$ cat config.mk
export PLATFORM = sky130hd
export DESIGN_NAME = fingerprint_packet_deframer
export DESIGN_NICKNAME = d
export VERILOG_FILES = /design/src/design/fpd_pkg.sv /design/src/design/fpd_cfg.sv /design/src/design/fpd_parser.sv /design/src/design/fingerprint_packet_deframer.sv
export SDC_FILE = /design/constraint.sdc
export NUM_CORES = 1
export LEC_CHECK = 0
export ABC_AREA = 0
export BUFFER_PORTS_ARGS = -buffer_cell sky130_fd_sc_hd__buf_2
export CORE_ASPECT_RATIO = 1.25
export CORE_MARGIN = 3
export CORE_UTILIZATION = 60
export CTS_BUF_LIST = sky130_fd_sc_hd__clkbuf_4 sky130_fd_sc_hd__clkbuf_8
export CTS_CLUSTER_DIAMETER = 150
export CTS_CLUSTER_SIZE = 20
export DETAILED_ROUTE_END_ITERATION = 7
export GPL_ROUTABILITY_DRIVEN = 0
export GPL_TIMING_DRIVEN = 0
export PLACE_DENSITY = 0.83
export SYNTH_ARGS = -nofsm -noshare
export SYNTH_HDL_FRONTEND = slang
export SYNTH_SLANG_ARGS = --single-unit
$ cat constraint.sdc
create_clock -name clk -period 5.9 [get_ports clk]
set_clock_uncertainty 0.15 [all_clocks]
set_input_delay 0.59 -clock clk [delete_from_list [all_inputs] [get_ports clk]]
set_output_delay 0.59 -clock clk [all_outputs]
set_load 0.05 [all_outputs]
$ cat src/design/fpd_pkg.sv
// ----------------------------------------------------------------------------
// fpd_pkg
// Shared types and constants for the fingerprint packet deframer.
// ----------------------------------------------------------------------------
package fpd_pkg;

  // default sizing
  localparam int MAX_FRAME_BYTES_DEF = 256;
  localparam int DATA_LIMIT_DEF      = 1024;

  // frame bytes
  localparam logic [7:0] SYNC_FIRST  = 8'hEF;
  localparam logic [7:0] SYNC_SECOND = 8'h01;
  localparam logic [7:0] ID_ACK      = 8'h07;
  localparam logic [7:0] ID_DATA     = 8'h02;
  localparam logic [7:0] ID_LAST     = 8'h08;

  // byte positions within a frame
  localparam int POS_HUNT    = 0;
  localparam int POS_SYNC2   = 1;
  localparam int POS_ADDR    = 2;
  localparam int POS_ID      = 6;
  localparam int POS_LEN_HI  = 7;
  localparam int POS_LEN_LO  = 8;
  localparam int POS_BODY    = 9;
  localparam int HEADER_BYTES = 9;
  // acknowledge length is 8 bits, so an acknowledge frame ends below this
  localparam int ACK_FRAME_CAP = HEADER_BYTES + 255;

  // frame status codes
  localparam logic [2:0] ST_OK       = 3'd0;
  localparam logic [2:0] ST_LENGTH   = 3'd1;
  localparam logic [2:0] ST_CHECKSUM = 3'd2;
  localparam logic [2:0] ST_ACK_ID   = 3'd3;
  localparam logic [2:0] ST_CONFIRM  = 3'd4;
  localparam logic [2:0] ST_DATA_ID  = 3'd5;
  localparam logic [2:0] ST_OVERFLOW = 3'd6;

  // output word kinds
  localparam logic KIND_PAYLOAD = 1'b0;
  localparam logic KIND_REPORT  = 1'b1;

  // register indexes
  localparam logic REG_ACK_LEN  = 1'b0;
  localparam logic REG_PACKAGED = 1'b1;

  typedef struct packed {
    logic [7:0] expected_ack_length;
    logic       packaged_mode;
  } cfg_t;

  typedef struct packed {
    logic        out_kind;
    logic [7:0]  payload_byte;
    logic [2:0]  frame_status;
    logic [7:0]  package_id;
    logic [7:0]  confirmation;
    logic        command_done;
    logic [10:0] data_total;
  } res_t;

endpackage

$ cat src/design/fpd_cfg.sv
// ----------------------------------------------------------------------------
// fpd_cfg
// APB register file: acknowledge length and packaged mode.
// ----------------------------------------------------------------------------
module fpd_cfg (
  input  logic          clk,
  input  logic          rst,
  input  logic          psel,
  input  logic          penable,
  input  logic          pwrite,
  input  logic [2:0]    paddr,
  input  logic [31:0]   pwdata,
  output logic [31:0]   prdata,
  output logic          pready,
  output fpd_pkg::cfg_t cfg
);

  logic       wr_en;
  logic [7:0] ack_len;
  logic       packaged;

  assign pready = 1'b1;
  assign wr_en  = psel & penable & pwrite & pready;

  always_ff @(posedge clk) begin
    if (rst) begin
      ack_len  <= 8'd3;
      packaged <= 1'b0;
    end else if (wr_en) begin
      if (paddr[2] == fpd_pkg::REG_ACK_LEN) begin
        ack_len <= pwdata[7:0];
      end else begin
        packaged <= pwdata[0];
      end
    end
  end

  always_comb begin
    if (paddr[2] == fpd_pkg::REG_ACK_LEN) begin
      prdata = {24'd0, ack_len};
    end else begin
      prdata = {31'd0, packaged};
    end
  end

  assign cfg.expected_ack_length = ack_len;
  assign cfg.packaged_mode       = packaged;

endmodule

$ cat src/design/fpd_parser.sv
// ----------------------------------------------------------------------------
// fpd_parser
// Frame state and per-byte step logic; one byte processed per step.
// ----------------------------------------------------------------------------
module fpd_parser #(
  parameter int MAX_FRAME_BYTES = fpd_pkg::MAX_FRAME_BYTES_DEF,
  parameter int DATA_LIMIT      = fpd_pkg::DATA_LIMIT_DEF
) (
  input  logic          clk,
  input  logic          rst,
  input  logic          step,
  input  logic          func,
  input  logic [7:0]    rx_byte,
  input  fpd_pkg::cfg_t cfg,
  output logic          res_valid,
  output fpd_pkg::res_t res
);

  localparam int FRAME_CAP = (MAX_FRAME_BYTES > fpd_pkg::ACK_FRAME_CAP) ?
                             MAX_FRAME_BYTES : fpd_pkg::ACK_FRAME_CAP;
  localparam int POS_W = $clog2(FRAME_CAP + 1);
  localparam int CNT_W = $clog2(DATA_LIMIT + 1);
  localparam int SUM_W = ((CNT_W > 16) ? CNT_W : 16) + 1;

  logic [POS_W-1:0] pos, pos_next;
  logic [7:0]       cur_id, cur_id_next;
  logic [15:0]      flen, flen_next;
  logic [15:0]      rsum, rsum_next;
  logic [7:0]       chk_hi, chk_hi_next;
  logic [7:0]       first, first_next;
  logic             data_phase, data_phase_next;
  logic [CNT_W-1:0] dcount, dcount_next;

  logic [15:0]      len_full;
  logic [16:0]      pos_x, body_end;
  logic [SUM_W-1:0] dsum;
  logic             rep;
  logic [2:0]       rep_status;
  logic             rep_done;

  always_ff @(posedge clk) begin
    if (rst) begin
      pos        <= '0;
      cur_id     <= '0;
      flen       <= '0;
      rsum       <= '0;
      chk_hi     <= '0;
      first      <= '0;
      data_phase <= 1'b0;
      dcount     <= '0;
    end else begin
      pos        <= pos_next;
      cur_id     <= cur_id_next;
      flen       <= flen_next;
      rsum       <= rsum_next;
      chk_hi     <= chk_hi_next;
      first      <= first_next;
      data_phase <= data_phase_next;
      dcount     <= dcount_next;
    end
  end

  assign len_full = {flen[15:8], rx_byte};
  assign pos_x    = 17'(pos);
  assign body_end = {1'b0, flen} + 17'd7;
  assign dsum     = SUM_W'(dcount) + SUM_W'(flen) - SUM_W'(2);

  always_comb begin
    pos_next        = pos;
    cur_id_next     = cur_id;
    flen_next       = flen;
    rsum_next       = rsum;
    chk_hi_next     = chk_hi;
    first_next      = first;
    data_phase_next = data_phase;
    dcount_next     = dcount;
    rep             = 1'b0;
    rep_status      = fpd_pkg::ST_OK;
    rep_done        = 1'b0;
    res_valid       = 1'b0;
    res             = '0;

    if (func) begin
      pos_next        = '0;
      cur_id_next     = '0;
      flen_next       = '0;
      rsum_next       = '0;
      chk_hi_next     = '0;
      first_next      = '0;
      data_phase_next = 1'b0;
      dcount_next     = '0;
    end else if (step) begin
      if (pos == POS_W'(fpd_pkg::POS_HUNT)) begin
        if (rx_byte == fpd_pkg::SYNC_FIRST) begin
          pos_next = POS_W'(fpd_pkg::POS_SYNC2);
        end
      end else if (pos == POS_W'(fpd_pkg::POS_SYNC2)) begin
        pos_next = (rx_byte == fpd_pkg::SYNC_SECOND) ? POS_W'(fpd_pkg::POS_ADDR) :
                                                       POS_W'(fpd_pkg::POS_HUNT);
      end else if (pos < POS_W'(fpd_pkg::POS_ID)) begin
        pos_next = pos + 1'b1;
      end else if (pos == POS_W'(fpd_pkg::POS_ID)) begin
        cur_id_next = rx_byte;
        rsum_next   = {8'd0, rx_byte};
        first_next  = '0;
        chk_hi_next = '0;
        pos_next    = POS_W'(fpd_pkg::POS_LEN_HI);
      end else if (pos == POS_W'(fpd_pkg::POS_LEN_HI)) begin
        flen_next = {rx_byte, 8'd0};
        rsum_next = rsum + {8'd0, rx_byte};
        pos_next  = POS_W'(fpd_pkg::POS_LEN_LO);
      end else if (pos == POS_W'(fpd_pkg::POS_LEN_LO)) begin
        flen_next = len_full;
        rsum_next = rsum + {8'd0, rx_byte};
        pos_next  = POS_W'(fpd_pkg::POS_BODY);
        if (!data_phase) begin
          if (len_full != {8'd0, cfg.expected_ack_length} || len_full < 16'd2) begin
            rep        = 1'b1;
            rep_status = fpd_pkg::ST_LENGTH;
            rep_done   = 1'b1;
          end
        end else if (len_full < 16'd2 ||
                     ({1'b0, len_full} + 17'(fpd_pkg::HEADER_BYTES)) >
                     17'(MAX_FRAME_BYTES)) begin
          rep        = 1'b1;
          rep_status = fpd_pkg::ST_OVERFLOW;
          rep_done   = 1'b1;
        end
      end else if (pos_x < body_end) begin
        // payload byte: pass through
        if (pos == POS_W'(fpd_pkg::POS_BODY)) begin
          first_next = rx_byte;
        end
        rsum_next        = rsum + {8'd0, rx_byte};
        pos_next         = pos + 1'b1;
        res_valid        = 1'b1;
        res.out_kind     = fpd_pkg::KIND_PAYLOAD;
        res.payload_byte = rx_byte;
        res.package_id   = cur_id;
      end else if (pos_x == body_end) begin
        chk_hi_next = rx_byte;
        pos_next    = pos + 1'b1;
      end else begin
        // checksum low byte: frame end
        rep = 1'b1;
        if ({chk_hi, rx_byte} != rsum) begin
          rep_status = fpd_pkg::ST_CHECKSUM;
          rep_done   = 1'b1;
        end else if (!data_phase) begin
          if (cur_id != fpd_pkg::ID_ACK) begin
            rep_status = fpd_pkg::ST_ACK_ID;
            rep_done   = 1'b1;
          end else if (first != 8'd0) begin
            rep_status = fpd_pkg::ST_CONFIRM;
            rep_done   = 1'b1;
          end else if (cfg.packaged_mode) begin
            data_phase_next = 1'b1;
            dcount_next     = '0;
          end else begin
            rep_done = 1'b1;
          end
        end else if (cur_id != fpd_pkg::ID_DATA && cur_id != fpd_pkg::ID_LAST) begin
          rep_status = fpd_pkg::ST_DATA_ID;
          rep_done   = 1'b1;
        end else if (dsum > SUM_W'(DATA_LIMIT)) begin
          rep_status = fpd_pkg::ST_OVERFLOW;
          rep_done   = 1'b1;
        end else begin
          dcount_next = CNT_W'(dsum);
          rep_done    = (cur_id == fpd_pkg::ID_LAST);
        end
      end

      if (rep) begin
        pos_next         = '0;
        if (rep_done) begin
          data_phase_next = 1'b0;
        end
        res_valid        = 1'b1;
        res.out_kind     = fpd_pkg::KIND_REPORT;
        res.frame_status = rep_status;
        res.package_id   = cur_id;
        res.confirmation = first;
        res.command_done = rep_done;
        res.data_total   = 11'(SUM_W'(dcount_next));
      end
    end
  end

endmodule

$ cat src/design/fingerprint_packet_deframer.sv
// ----------------------------------------------------------------------------
// fingerprint_packet_deframer
// Byte-stream deframer for fingerprint sensor reply frames.
// ----------------------------------------------------------------------------
// Usage:
//   Input channel (in_valid/in_stall): one word per byte from the serial
//   link. func=0 feeds rx_byte into the deframer, func=1 starts a new command
//   and clears all frame state without producing an output word.
//   Output channel (out_valid/out_stall): one word per payload byte
//   (out_kind=0) and one report per finished or rejected frame (out_kind=1).
//   Sync bytes, address, ID, length and checksum bytes produce no payload word.
//   APB port: register 0 at 0x0 is the expected acknowledge length, register
//   1 at 0x4 is packaged mode. Write only while the block is idle.
// Timing:
//   A word accepted sits in the input register, is processed from there into
//   the output register, and can then be taken from the output channel.
//   One byte per cycle is sustained while out_stall is low; the single per-byte
//   step (counter, sum and compare) between the two registers sets that rate.
// Reset (rst, synchronous): both registers empty, deframer hunting for sync
//   in acknowledge phase, ack length 3, packaged mode off.
// Stall: a stalled output word holds; the input register keeps taking one
//   more byte, then in_stall rises until the output drains.
// ----------------------------------------------------------------------------
module fingerprint_packet_deframer #(
  parameter int MAX_FRAME_BYTES = fpd_pkg::MAX_FRAME_BYTES_DEF,
  parameter int DATA_LIMIT      = fpd_pkg::DATA_LIMIT_DEF
) (
  input  logic        clk,
  input  logic        rst,
  // input channel
  input  logic        in_valid,
  output logic        in_stall,
  input  logic        func,
  input  logic [7:0]  rx_byte,
  // output channel
  output logic        out_valid,
  input  logic        out_stall,
  output logic        out_kind,
  output logic [7:0]  payload_byte,
  output logic [2:0]  frame_status,
  output logic [7:0]  package_id,
  output logic [7:0]  confirmation,
  output logic        command_done,
  output logic [10:0] data_total,
  // configuration
  input  logic        psel,
  input  logic        penable,
  input  logic        pwrite,
  input  logic [2:0]  paddr,
  input  logic [31:0] pwdata,
  output logic [31:0] prdata,
  output logic        pready
);

  fpd_pkg::cfg_t cfg;
  fpd_pkg::res_t res;
  fpd_pkg::res_t res_q;
  logic          res_valid;

  // input register
  logic       in_full;
  logic       func_q;
  logic [7:0] byte_q;
  logic       in_accept;
  logic       advance;

  fpd_cfg u_cfg (
    .clk     (clk),
    .rst     (rst),
    .psel    (psel),
    .penable (penable),
    .pwrite  (pwrite),
    .paddr   (paddr),
    .pwdata  (pwdata),
    .prdata  (prdata),
    .pready  (pready),
    .cfg     (cfg)
  );

  // the held byte moves on when the output register is free or draining
  assign advance   = in_full & (~out_valid | ~out_stall);
  assign in_stall  = in_full & ~advance;
  assign in_accept = in_valid & ~in_stall;

  always_ff @(posedge clk) begin
    if (rst) begin
      in_full <= 1'b0;
    end else if (in_accept) begin
      in_full <= 1'b1;
    end else if (advance) begin
      in_full <= 1'b0;
    end
  end

  always_ff @(posedge clk) begin
    if (in_accept) begin
      func_q <= func;
      byte_q <= rx_byte;
    end
  end

  fpd_parser #(
    .MAX_FRAME_BYTES (MAX_FRAME_BYTES),
    .DATA_LIMIT      (DATA_LIMIT)
  ) u_parser (
    .clk       (clk),
    .rst       (rst),
    .step      (advance),
    .func      (advance & func_q),
    .rx_byte   (byte_q),
    .cfg       (cfg),
    .res_valid (res_valid),
    .res       (res)
  );

  // output register
  always_ff @(posedge clk) begin
    if (rst) begin
      out_valid <= 1'b0;
    end else if (advance & res_valid) begin
      out_valid <= 1'b1;
    end else if (~out_stall) begin
      out_valid <= 1'b0;
    end
  end

  always_ff @(posedge clk) begin
    if (advance & res_valid) begin
      res_q <= res;
    end
  end

  assign out_kind     = res_q.out_kind;
  assign payload_byte = res_q.payload_byte;
  assign frame_status = res_q.frame_status;
  assign package_id   = res_q.package_id;
  assign confirmation = res_q.confirmation;
  assign command_done = res_q.command_done;
  assign data_total   = res_q.data_total;

endmodule

==> qor.yml, run 1 <==
status:
  status: "completed"
sta:
  slew_headroom: 0.212
  setup_ws_ns: 0.705
  fin_tns_setup_ns: 0
  report.final.hold_viol_count: 0
  setup_viol: 0
  final.min_clock_period_ns: 5.20
  drv_slew: 0
  worstMarginPinSlew_ns: 1.17
  whs_ns: 0.156
  timing.final.crit_share: 0.881
  fmax_mhz: 192
  rsz0062_at_grt: "false"
pwr:
  peakVddDrop_v: 0.000197
  powerDensity_nw_per_um2: 201
  p_leak_nw: 4.15
  power_mw: 1.97
critical_path:
  path_max_fanout: 40
  cp_common_cell: "nand2_1"
  required_ns: 5.79
  cp_cell_sequence: "inv_1 -> ha_1 -> nor2b_2 -> nor3_1 -> xnor2_1 -> ha_1 -> nand2_1 -> or4_1 -> nand2_1 -> a21oi_1 -> nand3_1 -> a31oi_2 -> nand2_1 -> inv_2 -> nor2_1 -> inv_2"
  arrival_ns: 5.09
  max_stage_delay_ns: 0.75
  critPathLaunchType: "flip-flop"
  critical_path_class: "flip-flop to flip-flop"
  cpMaxStageDelayCell: "nor2_1"
  critPathCaptureType: "flip-flop"
logic_synthesis:
  ys_ff_latch: 137
  synth.distinct_cells: 90
  syn_avg_cell_area_um2: 9.05
  async_flop_share: 0
  yosysSeqAreaShare: 0.370
  yosysWarnings: 0
  synth.top_cell.area_share: 0.202
  syn_area_um2: 8730
  post-synth-top-area-cell: "dfxtp_1"
  synth_cells: 965
  ys_top_cells_by_area: "dfxtp_1 20%, edfxtp_1 17%, ha_1 7.7%, mux2i_1 4.5%, nor2_1 4.3%"
  synth-edff-count: 49
  synth-main-ff-cell: "dfxtp_1"
clocking:
  cts_hold_buf: 0
  cts_tree: "done"
  cts.clk_slew.worst_paths_ns: 0.08
  clock_path_buffers: 2
  numCtsBuffers: 17
  postCtsResizedCells: 0
  cts.sinks: 137
  cts.htree.levels: 4
  worstSkewPairLatency_ns: 0.46
  root_buffer: "clkbuf_8"
  postCtsSetupRepairBufs: 0
layout:
  final_area_um2: 9830
  multi_input_area_um2: 4980
  final_cell_mix: "101 x nor2_1, 88 x dfxtp_1, 84 x buf_2"
  final_cells: 1267
  mostFrequentLayoutCell: "nor2_1"
  seq_area_um2: 3230
  antennaDiodeCount: 0
  n_fill_cell: 1179
  final_util: 0.699
  drive_gt1_frac: 0.170
  area_growth_pct: 12.6
  final_nets: 1186
global_route:
  track_usage: 0.288
  antenna_found_initial: 0
  overflow: 0
  grt_pass1_wl_um: 36900
  grt_max_degree: 41
  grt_pass1_vias: 7514
detailed_routing:
  ant_nets: 0
  drc: 0
  met3_length_um: 1610
  avgRoutedWirePerCell_um: 17.7
  wirelength_met1_um: 8440
  first_pass_iters: 6
  routed.top_layer: "met4"
  met2_wirelength_um: 11200
  viasPerCell: 6.09
  first_iter_violations: 703
  dr_total_vias: 7712
  finalWirelength_um: 22400
floorplan:
  die_h_um: 141
  core_area_um2: 14100
  initial_core_util: 0.621
  die-area_um2: 16000
  num_io_pins: 126
  placementRows: 48
  die_w_um: 114
placement:
  preCtsSetupSlack_ns: 0.846
  placed_area_um2: 9400
  hpwl_um: 16700
  dp_cells: 1235
  port_buffers: 72
job:
  drv_cap: 0
min_path:
  hold_path.class: "primary input to flip-flop"
==> cell usage after synthesis, drive strengths merged (9+ instances only) <==
library cell,n
inv,69
nand2,54
nor4,16
xor2,15
a21o,15
nor2b,28
o22ai,9
mux2i,39
clkbuf,24
nand3,31
a211oi,13
ha,54
buf,39
nor2,102
and2,14
nand4,15
edfxtp,49
o21ai,35
xnor2,31
nor3,27
and3,20
or4,11
a21oi,64
dfxtp,88
==> final timing paths <==
path	slack (ns)	start	depth (start not counted)	end
worst max-delay path	0.70	u_parser.flen[0]	16	payload_byte[5]
worst min-delay path	0.16	rx_byte[2]	1	byte_q[2]
worst max register to register	0.70	u_parser.flen[0]	16	payload_byte[5]
worst min register to register	0.35	u_parser.rsum[1]	2	u_parser.rsum[1]
==> critical path, delay by kind of cell (launching register included) <==
kind | cells | cell delay [ns]
AOI/OAI and AO/OA | 2 | 0.26
and+or+nand+nor | 8 | 2.25
DFF | 1 | 0.52
xor gates and xnor gates | 1 | 0.12
buffers and inverters | 3 | 0.86
adders and majority gates | 2 | 0.57
==> metal layers <==
metal  global-route usage  vias up
li1                     -     3651
met1                0.337     3609
met2                0.490      365
met3               0.0567       87
met4                0.162        0
met5                    0        -
==> flip-flops by register name (all words and copies together) (netlist names), 3 cells and up <==
| signal | flops |
|---|---|
| u_cfg.ack_len | 8 |
| frame_status | 3 |
| u_parser.cur_id | 8 |
| data_total | 11 |
| u_parser.flen | 16 |
| byte_q | 8 |
| package_id | 8 |
| u_parser.first | 8 |
| confirmation | 8 |
| u_parser.pos | 9 |
| u_parser.chk_hi | 8 |
| u_parser.rsum | 16 |
| payload_byte | 8 |
| u_parser.dcount | 11 |
==> layout make-up <==
cell class | count | area share
multi-input combinational | 719 | 0.507
sequential | 137 | 0.329
timing repair buffer | 72 | 0.0367
buffer | 63 | 0.0356
clock buffer | 25 | 0.0312
inverter | 69 | 0.0264
tap | 175 | 0.0223
clock inverter | 7 | 0.0121
==> logic make-up (layout without fill, tap and decap cells) <==
logic type,count (synthesis),count (layout),synth area share
AO/OA/AOI/OAI,198,198,0.162
other,2,25,0.000860
AND/OR/NAND/NOR,353,353,0.222
flip-flops,137,137,0.370
XOR/XNOR,46,46,0.0461
multiplexers,41,41,0.0473
adder cells (fa/ha/maj),56,56,0.0820
buffers and inverters,132,236,0.0698
==> report_power, final <==
group          switching, mW  internal [mW]  leakage, nW
logic                  0.104         0.0413         2.85
registers            0.00673          0.979         1.07
clock network          0.371          0.471        0.224
Note: power is estimated with default switching activity, not from simulation.
==> run 2: changes to the inputs <==
--- a/config.mk
+++ b/config.mk
@@ -8,15 +8,14 @@
 export ABC_AREA = 0
 export BUFFER_PORTS_ARGS = -buffer_cell sky130_fd_sc_hd__buf_2
 export CORE_ASPECT_RATIO = 1.25
-export CORE_MARGIN = 3
-export CORE_UTILIZATION = 60
+export CORE_UTILIZATION = 62
 export CTS_BUF_LIST = sky130_fd_sc_hd__clkbuf_4 sky130_fd_sc_hd__clkbuf_8
 export CTS_CLUSTER_DIAMETER = 150
 export CTS_CLUSTER_SIZE = 20
 export DETAILED_ROUTE_END_ITERATION = 7
 export GPL_ROUTABILITY_DRIVEN = 0
 export GPL_TIMING_DRIVEN = 0
-export PLACE_DENSITY = 0.83
+export PLACE_DENSITY = 0.85
 export SYNTH_ARGS = -nofsm -noshare
 export SYNTH_HDL_FRONTEND = slang
 export SYNTH_SLANG_ARGS = --single-unit
==> constraint.sdc (replaced) <==
create_clock -name clk -period 6.6 [get_ports clk]
set_clock_uncertainty 0.15 [all_clocks]
set_input_delay 0.66 -clock clk [delete_from_list [all_inputs] [get_ports clk]]
set_output_delay 0.66 -clock clk [all_outputs]
set_load 0.05 [all_outputs]
==> qor.yml, run 2 (synthesis gave the netlist of run 1 again) <==
status:
  status: "finished with violations"
  violations: "design-rule violations"
critical_path:
  setup.worst_path.start: "u_parser.flen[0]"
  critical_path_class: "flip-flop to flip-flop"
  path_max_fanout: 40
  cp_common_cell: "nand2_1"
  crit_end: "data_total[1]"
  r2r_start: "u_parser.flen[0]"
  r2r_end: "data_total[1]"
  required_ns: 6.50
  critPathLaunchType: "flip-flop"
  arrival_ns: 5.08
  max_stage_delay_ns: 0.71
  cpMaxStageDelayCell: "nor2_1"
  r2r_setup_slack_ns: 1.42
  r2r_cells: 16
  cp_cell_sequence: "inv_1 -> ha_1 -> nor2b_2 -> nor3_1 -> xnor2_1 -> ha_1 -> nand2_1 -> or4_1 -> nand2_1 -> a21oi_1 -> nand3_1 -> a31oi_2 -> nand2_1 -> inv_2 -> nor2_1 -> inv_2"
  critPathCaptureType: "flip-flop"
sta:
  fmax_mhz: 193
  worstMarginPinSlew_ns: 1.06
  whs_ns: 0.204
  setup_viol: 0
  drv_slew: 0
  timing.final.crit_share: 0.785
  slew_headroom: 0.286
  rsz0062_at_grt: "false"
  final.min_clock_period_ns: 5.18
  setup_ws_ns: 1.42
  report.final.hold_viol_count: 0
  fin_tns_setup_ns: 0
floorplan:
  initial_core_util: 0.635
  num_io_pins: 126
  die-area_um2: 14600
  die_h_um: 135
  die_w_um: 108
  placementRows: 48
  core_area_um2: 13800
global_route:
  grt_pass1_wl_um: 36000
  overflow: 0
  grt_max_degree: 41
  antenna_found_initial: 0
  grt_pass1_vias: 7408
  track_usage: 0.318
job:
  drv_cap: 0
layout:
  drive_gt1_frac: 0.170
  area_growth_pct: 12.4
  final_nets: 1186
  antennaDiodeCount: 0
  final_cell_mix: "101 x nor2_1, 88 x dfxtp_1, 84 x buf_2"
  reg_top3: "u_parser.flen (16), u_parser.rsum (16)"
  mostFrequentLayoutCell: "nor2_1"
  final_cells: 1267
placement:
  dp_cells: 1235
  hpwl_um: 16400
  preCtsSetupSlack_ns: 1.58
  port_buffers: 72
clocking:
  cts_tree: "done"
  root_buffer: "clkbuf_8"
  cts.sinks: 137
  clock_path_buffers: 2
  worstSkewPairLatency_ns: 0.47
  postCtsResizedCells: 0
  postCtsSetupRepairBufs: 0
  cts.clk_slew.worst_paths_ns: 0.10
  cts.htree.levels: 4
  numCtsBuffers: 17
  cts_hold_buf: 0
detailed_routing:
  first_iter_violations: 857
  finalWirelength_um: 22500
  viasPerCell: 6.12
  avgRoutedWirePerCell_um: 17.7
  drc: 1
  dr_total_vias: 7752
  first_pass_iters: 8
  ant_nets: 0
pwr:
  powerDensity_nw_per_um2: 177
  peakVddDrop_v: 0.000186
  p_leak_nw: 4.12
min_path:
  hold_path.class: "primary input to flip-flop"
==> run 2: cell count changes in the layout (fill, tap and decap cells not counted), moves of 2 or more <==
cell	before	now
clkinvlp_4	0	4
inv_8	0	2
clkbuf_4	6	1
inv_6	1	5
clkbuf_8	19	17
==> run 2: worst min-delay path by stage <==
stage	end	startpoint	depth (start not counted)
after floorplan	u_parser.rsum[1]	u_parser.rsum[1]	2
after global placement	u_parser.flen[5]	u_parser.flen[5]	2
after detailed placement	u_parser.rsum[1]	u_parser.rsum[1]	2
after CTS	byte_q[3]	rx_byte[3]	1
after global routing	byte_q[4]	rx_byte[4]	1
final	byte_q[4]	rx_byte[4]	1
==> run 2: where the power goes <==
group	internal (mW)	switching, mW
Sequential	0.875	0.00591
Clock	0.351	0.376
Combinational	0.0370	0.0939
==> run 2: final cells by class <==
class	count	area [µm²]
multi-input cells	719	4980
flip-flops and latches	137	3230
inverters	69	259
clock inverters	14	165
fillers	1054	3940
clock buffers	18	241
repair buffers	72	360
well taps	175	219
plain buffers	63	350
==> run 2: through the flow <==
step | utilization | area, µm² | power, mW
3_5_place_dp | 0.684 | 9400 | 1.03
3_3_place_gp | 0.683 | 9400 | 1.03
6_report | 0.713 | 9810 | 1.74
5_1_grt | 0.713 | 9810 | 1.78
2_1_floorplan | - | 8820 | 0.995
4_1_cts | 0.713 | 9810 | 1.73
==> run 2: worst max-delay path, delay by kind of cell (launching register included) <==
family / cells / cell delay (ns)
DFF: 1 / 0.52
and+or+nand+nor: 8 / 2.24
AOI/OAI and AO/OA: 2 / 0.25
xor gates and xnor gates: 1 / 0.14
adders and majority gates: 2 / 0.56
buffers and inverters: 3 / 0.87
==> run 2: metal layers <==
metal | share of wire | track usage | up-vias
met5 | 0 | 0 | -
met4 | 0.047 | 0.170 | 0
met3 | 0.072 | 0.0671 | 99
met2 | 0.50 | 0.558 | 394
met1 | 0.38 | 0.356 | 3598
li1 | - | - | 3661
==> run 3: changes to the inputs <==
--- a/config.mk
+++ b/config.mk
@@ -8,14 +8,14 @@
 export ABC_AREA = 0
 export BUFFER_PORTS_ARGS = -buffer_cell sky130_fd_sc_hd__buf_2
 export CORE_ASPECT_RATIO = 1.25
-export CORE_UTILIZATION = 62
+export CORE_UTILIZATION = 60
 export CTS_BUF_LIST = sky130_fd_sc_hd__clkbuf_4 sky130_fd_sc_hd__clkbuf_8
 export CTS_CLUSTER_DIAMETER = 150
 export CTS_CLUSTER_SIZE = 20
 export DETAILED_ROUTE_END_ITERATION = 7
 export GPL_ROUTABILITY_DRIVEN = 0
 export GPL_TIMING_DRIVEN = 0
-export PLACE_DENSITY = 0.85
+export PLACE_DENSITY = 0.83
 export SYNTH_ARGS = -nofsm -noshare
 export SYNTH_HDL_FRONTEND = slang
 export SYNTH_SLANG_ARGS = --single-unit
==> constraint.sdc (replaced) <==
create_clock -name clk -period 5.1 [get_ports clk]
set_clock_uncertainty 0.15 [all_clocks]
set_input_delay 0.51 -clock clk [delete_from_list [all_inputs] [get_ports clk]]
set_output_delay 0.51 -clock clk [all_outputs]
set_load 0.05 [all_outputs]
==> qor.yml, run 3 (synthesis gave the netlist of run 1 again) <==
layout:
  drive_gt1_frac: 0.172
  mostFrequentLayoutCell: "nor2_1"
  area_growth_pct: 12.6
  final_cell_mix: "100 x nor2_1, 88 x dfxtp_1, 84 x buf_2"
  antennaDiodeCount: 0
  final_area_um2: 9830
  reg_top3: "u_parser.flen (16), u_parser.rsum (16)"
  final_nets: 1187
  final_util: 0.703
min_path:
  whs_path_depth: 1
  hold_end: "byte_q[3]"
  hold_path.class: "primary input to flip-flop"
  hold_start: "rx_byte[3]"
pwr:
  powerDensity_nw_per_um2: 230
  peakVddDrop_v: 0.000227
  p_leak_nw: 4.14
critical_path:
  critPathCaptureType: "flip-flop"
  cpMaxStageDelayCell: "nor4_4"
  r2r_start: "u_parser.flen[1]"
  arrival_ns: 4.78
  r2r_cells: 14
  required_ns: 5.21
  critical_path_class: "flip-flop to flip-flop"
  critPathLaunchType: "flip-flop"
  r2r_setup_slack_ns: 0.44
  r2r_end: "data_total[4]"
  path_max_fanout: 8
  max_stage_delay_ns: 0.48
  cp_cell_sequence: "inv_1 -> ha_1 -> inv_1 -> ha_1 -> fa_1 -> a211oi_2 -> o31ai_2 -> xnor2_1 -> nand4_1 -> nor4bb_1 -> o21ai_0 -> nor4_4 -> nand3_1 -> o32ai_1"
detailed_routing:
  ant_nets: 0
  dr_total_vias: 7741
  drc: 0
  met2_wirelength_um: 11200
  first_iter_violations: 636
  avgRoutedWirePerCell_um: 17.4
  met3_length_um: 1440
  first_pass_iters: 8
  wirelength_met1_um: 8520
  viasPerCell: 6.10
  routed.top_layer: "met4"
  finalWirelength_um: 22100
floorplan:
  num_io_pins: 126
  placementRows: 48
  initial_core_util: 0.624
  core_area_um2: 14000
  die_w_um: 110
  die-area_um2: 15000
  die_h_um: 137
global_route:
  overflow: 0
  grt_pass1_vias: 7248
  track_usage: 0.307
  antenna_found_initial: 0
  grt_pass1_wl_um: 35000
  grt_max_degree: 41
clocking:
  cts.htree.levels: 4
  cts_tree: "done"
  cts.sinks: 137
  cts.clk_slew.worst_paths_ns: 0.08
  numCtsBuffers: 17
  worstSkewPairLatency_ns: 0.47
  cts_hold_buf: 0
  clock_path_buffers: 2
  root_buffer: "clkbuf_8"
placement:
  preCtsSetupSlack_ns: 0.171
  placed_area_um2: 9410
  port_buffers: 72
  hpwl_um: 16400
sta:
  timing.final.crit_share: 0.914
  rsz0062_at_grt: "false"
  slew_headroom: 0.260
  whs_ns: 0.0608
  setup_viol: 0
  worstMarginPinSlew_ns: 1.10
  fmax_mhz: 214
  setup_ws_ns: 0.436
  drv_slew: 0
  report.final.hold_viol_count: 0
  final.min_clock_period_ns: 4.66
status:
  status: "completed"
job:
  drv_cap: 0
## run 3: worst max-delay path: cells and delay by family, from the launching register on
family / cells / cell delay [ns]
buffers and inverters: 2 / 0.17
AND/OR/NAND/NOR: 4 / 1.48
AO/OA/AOI/OAI: 4 / 0.97
XOR/XNOR: 1 / 0.28
flip-flops: 1 / 0.46
adder cells (fa/ha/maj): 3 / 0.93
## run 3: what timing repair did
action | in CTS | in global routing
resized for setup | 0 | 3
buffers inserted | 0 | 0
endpoints found under the setup margin | 0 | 40
## run 3: per-stage QoR
step | std cells | total power, mW | setup TNS [ns]
floorplan | 988 | 1.29 | 0
global placement | 1235 | 1.33 | -9.88
detailed placement | 1236 | 1.33 | 0
CTS | 1268 | 2.26 | 0
global route | 1268 | 2.32 | 0
finish | 1268 | 2.26 | 0
## run 3: cell type report
cell class	instances	area, µm²
Multi-Input combinational cell	719	4980
Inverter	69	262
Sequential cell	137	3230
Clock buffer	18	248
Buffer	63	350
Clock inverter	14	169
Fill cell	1147	4160
Tap cell	175	219
Timing Repair Buffer	73	368
## run 3: worst max path at each step
stage,startpoint,to,slack (ns),cells after the start
floorplan,u_parser.flen[0],command_done,0.98,16
global placement,u_parser.flen[0],data_total[10],-0.25,16
detailed placement,u_parser.flen[0],data_total[8],0.17,16
CTS,u_parser.flen[0],data_total[0],0.13,16
global route,u_parser.flen[1],data_total[4],0.20,14
finish,u_parser.flen[1],data_total[4],0.44,14
## run 3: where the power goes
| part | total, mW | internal [mW] | switching (mW) |
|---|---|---|---|
| registers | 1.14 | 1.13 | 0.00800 |
| logic | 0.168 | 0.0478 | 0.120 |
| clock network | 0.956 | 0.498 | 0.458 |
| total | 2.26 | 1.68 | 0.587 |
## run 3: routing by layer
metal | global-route usage | vias to the layer above
met1 | 0.341 | 3657
met3 | 0.0605 | 80
met5 | 0 | -
met4 | 0.184 | 0
met2 | 0.535 | 341
li1 | - | 3663
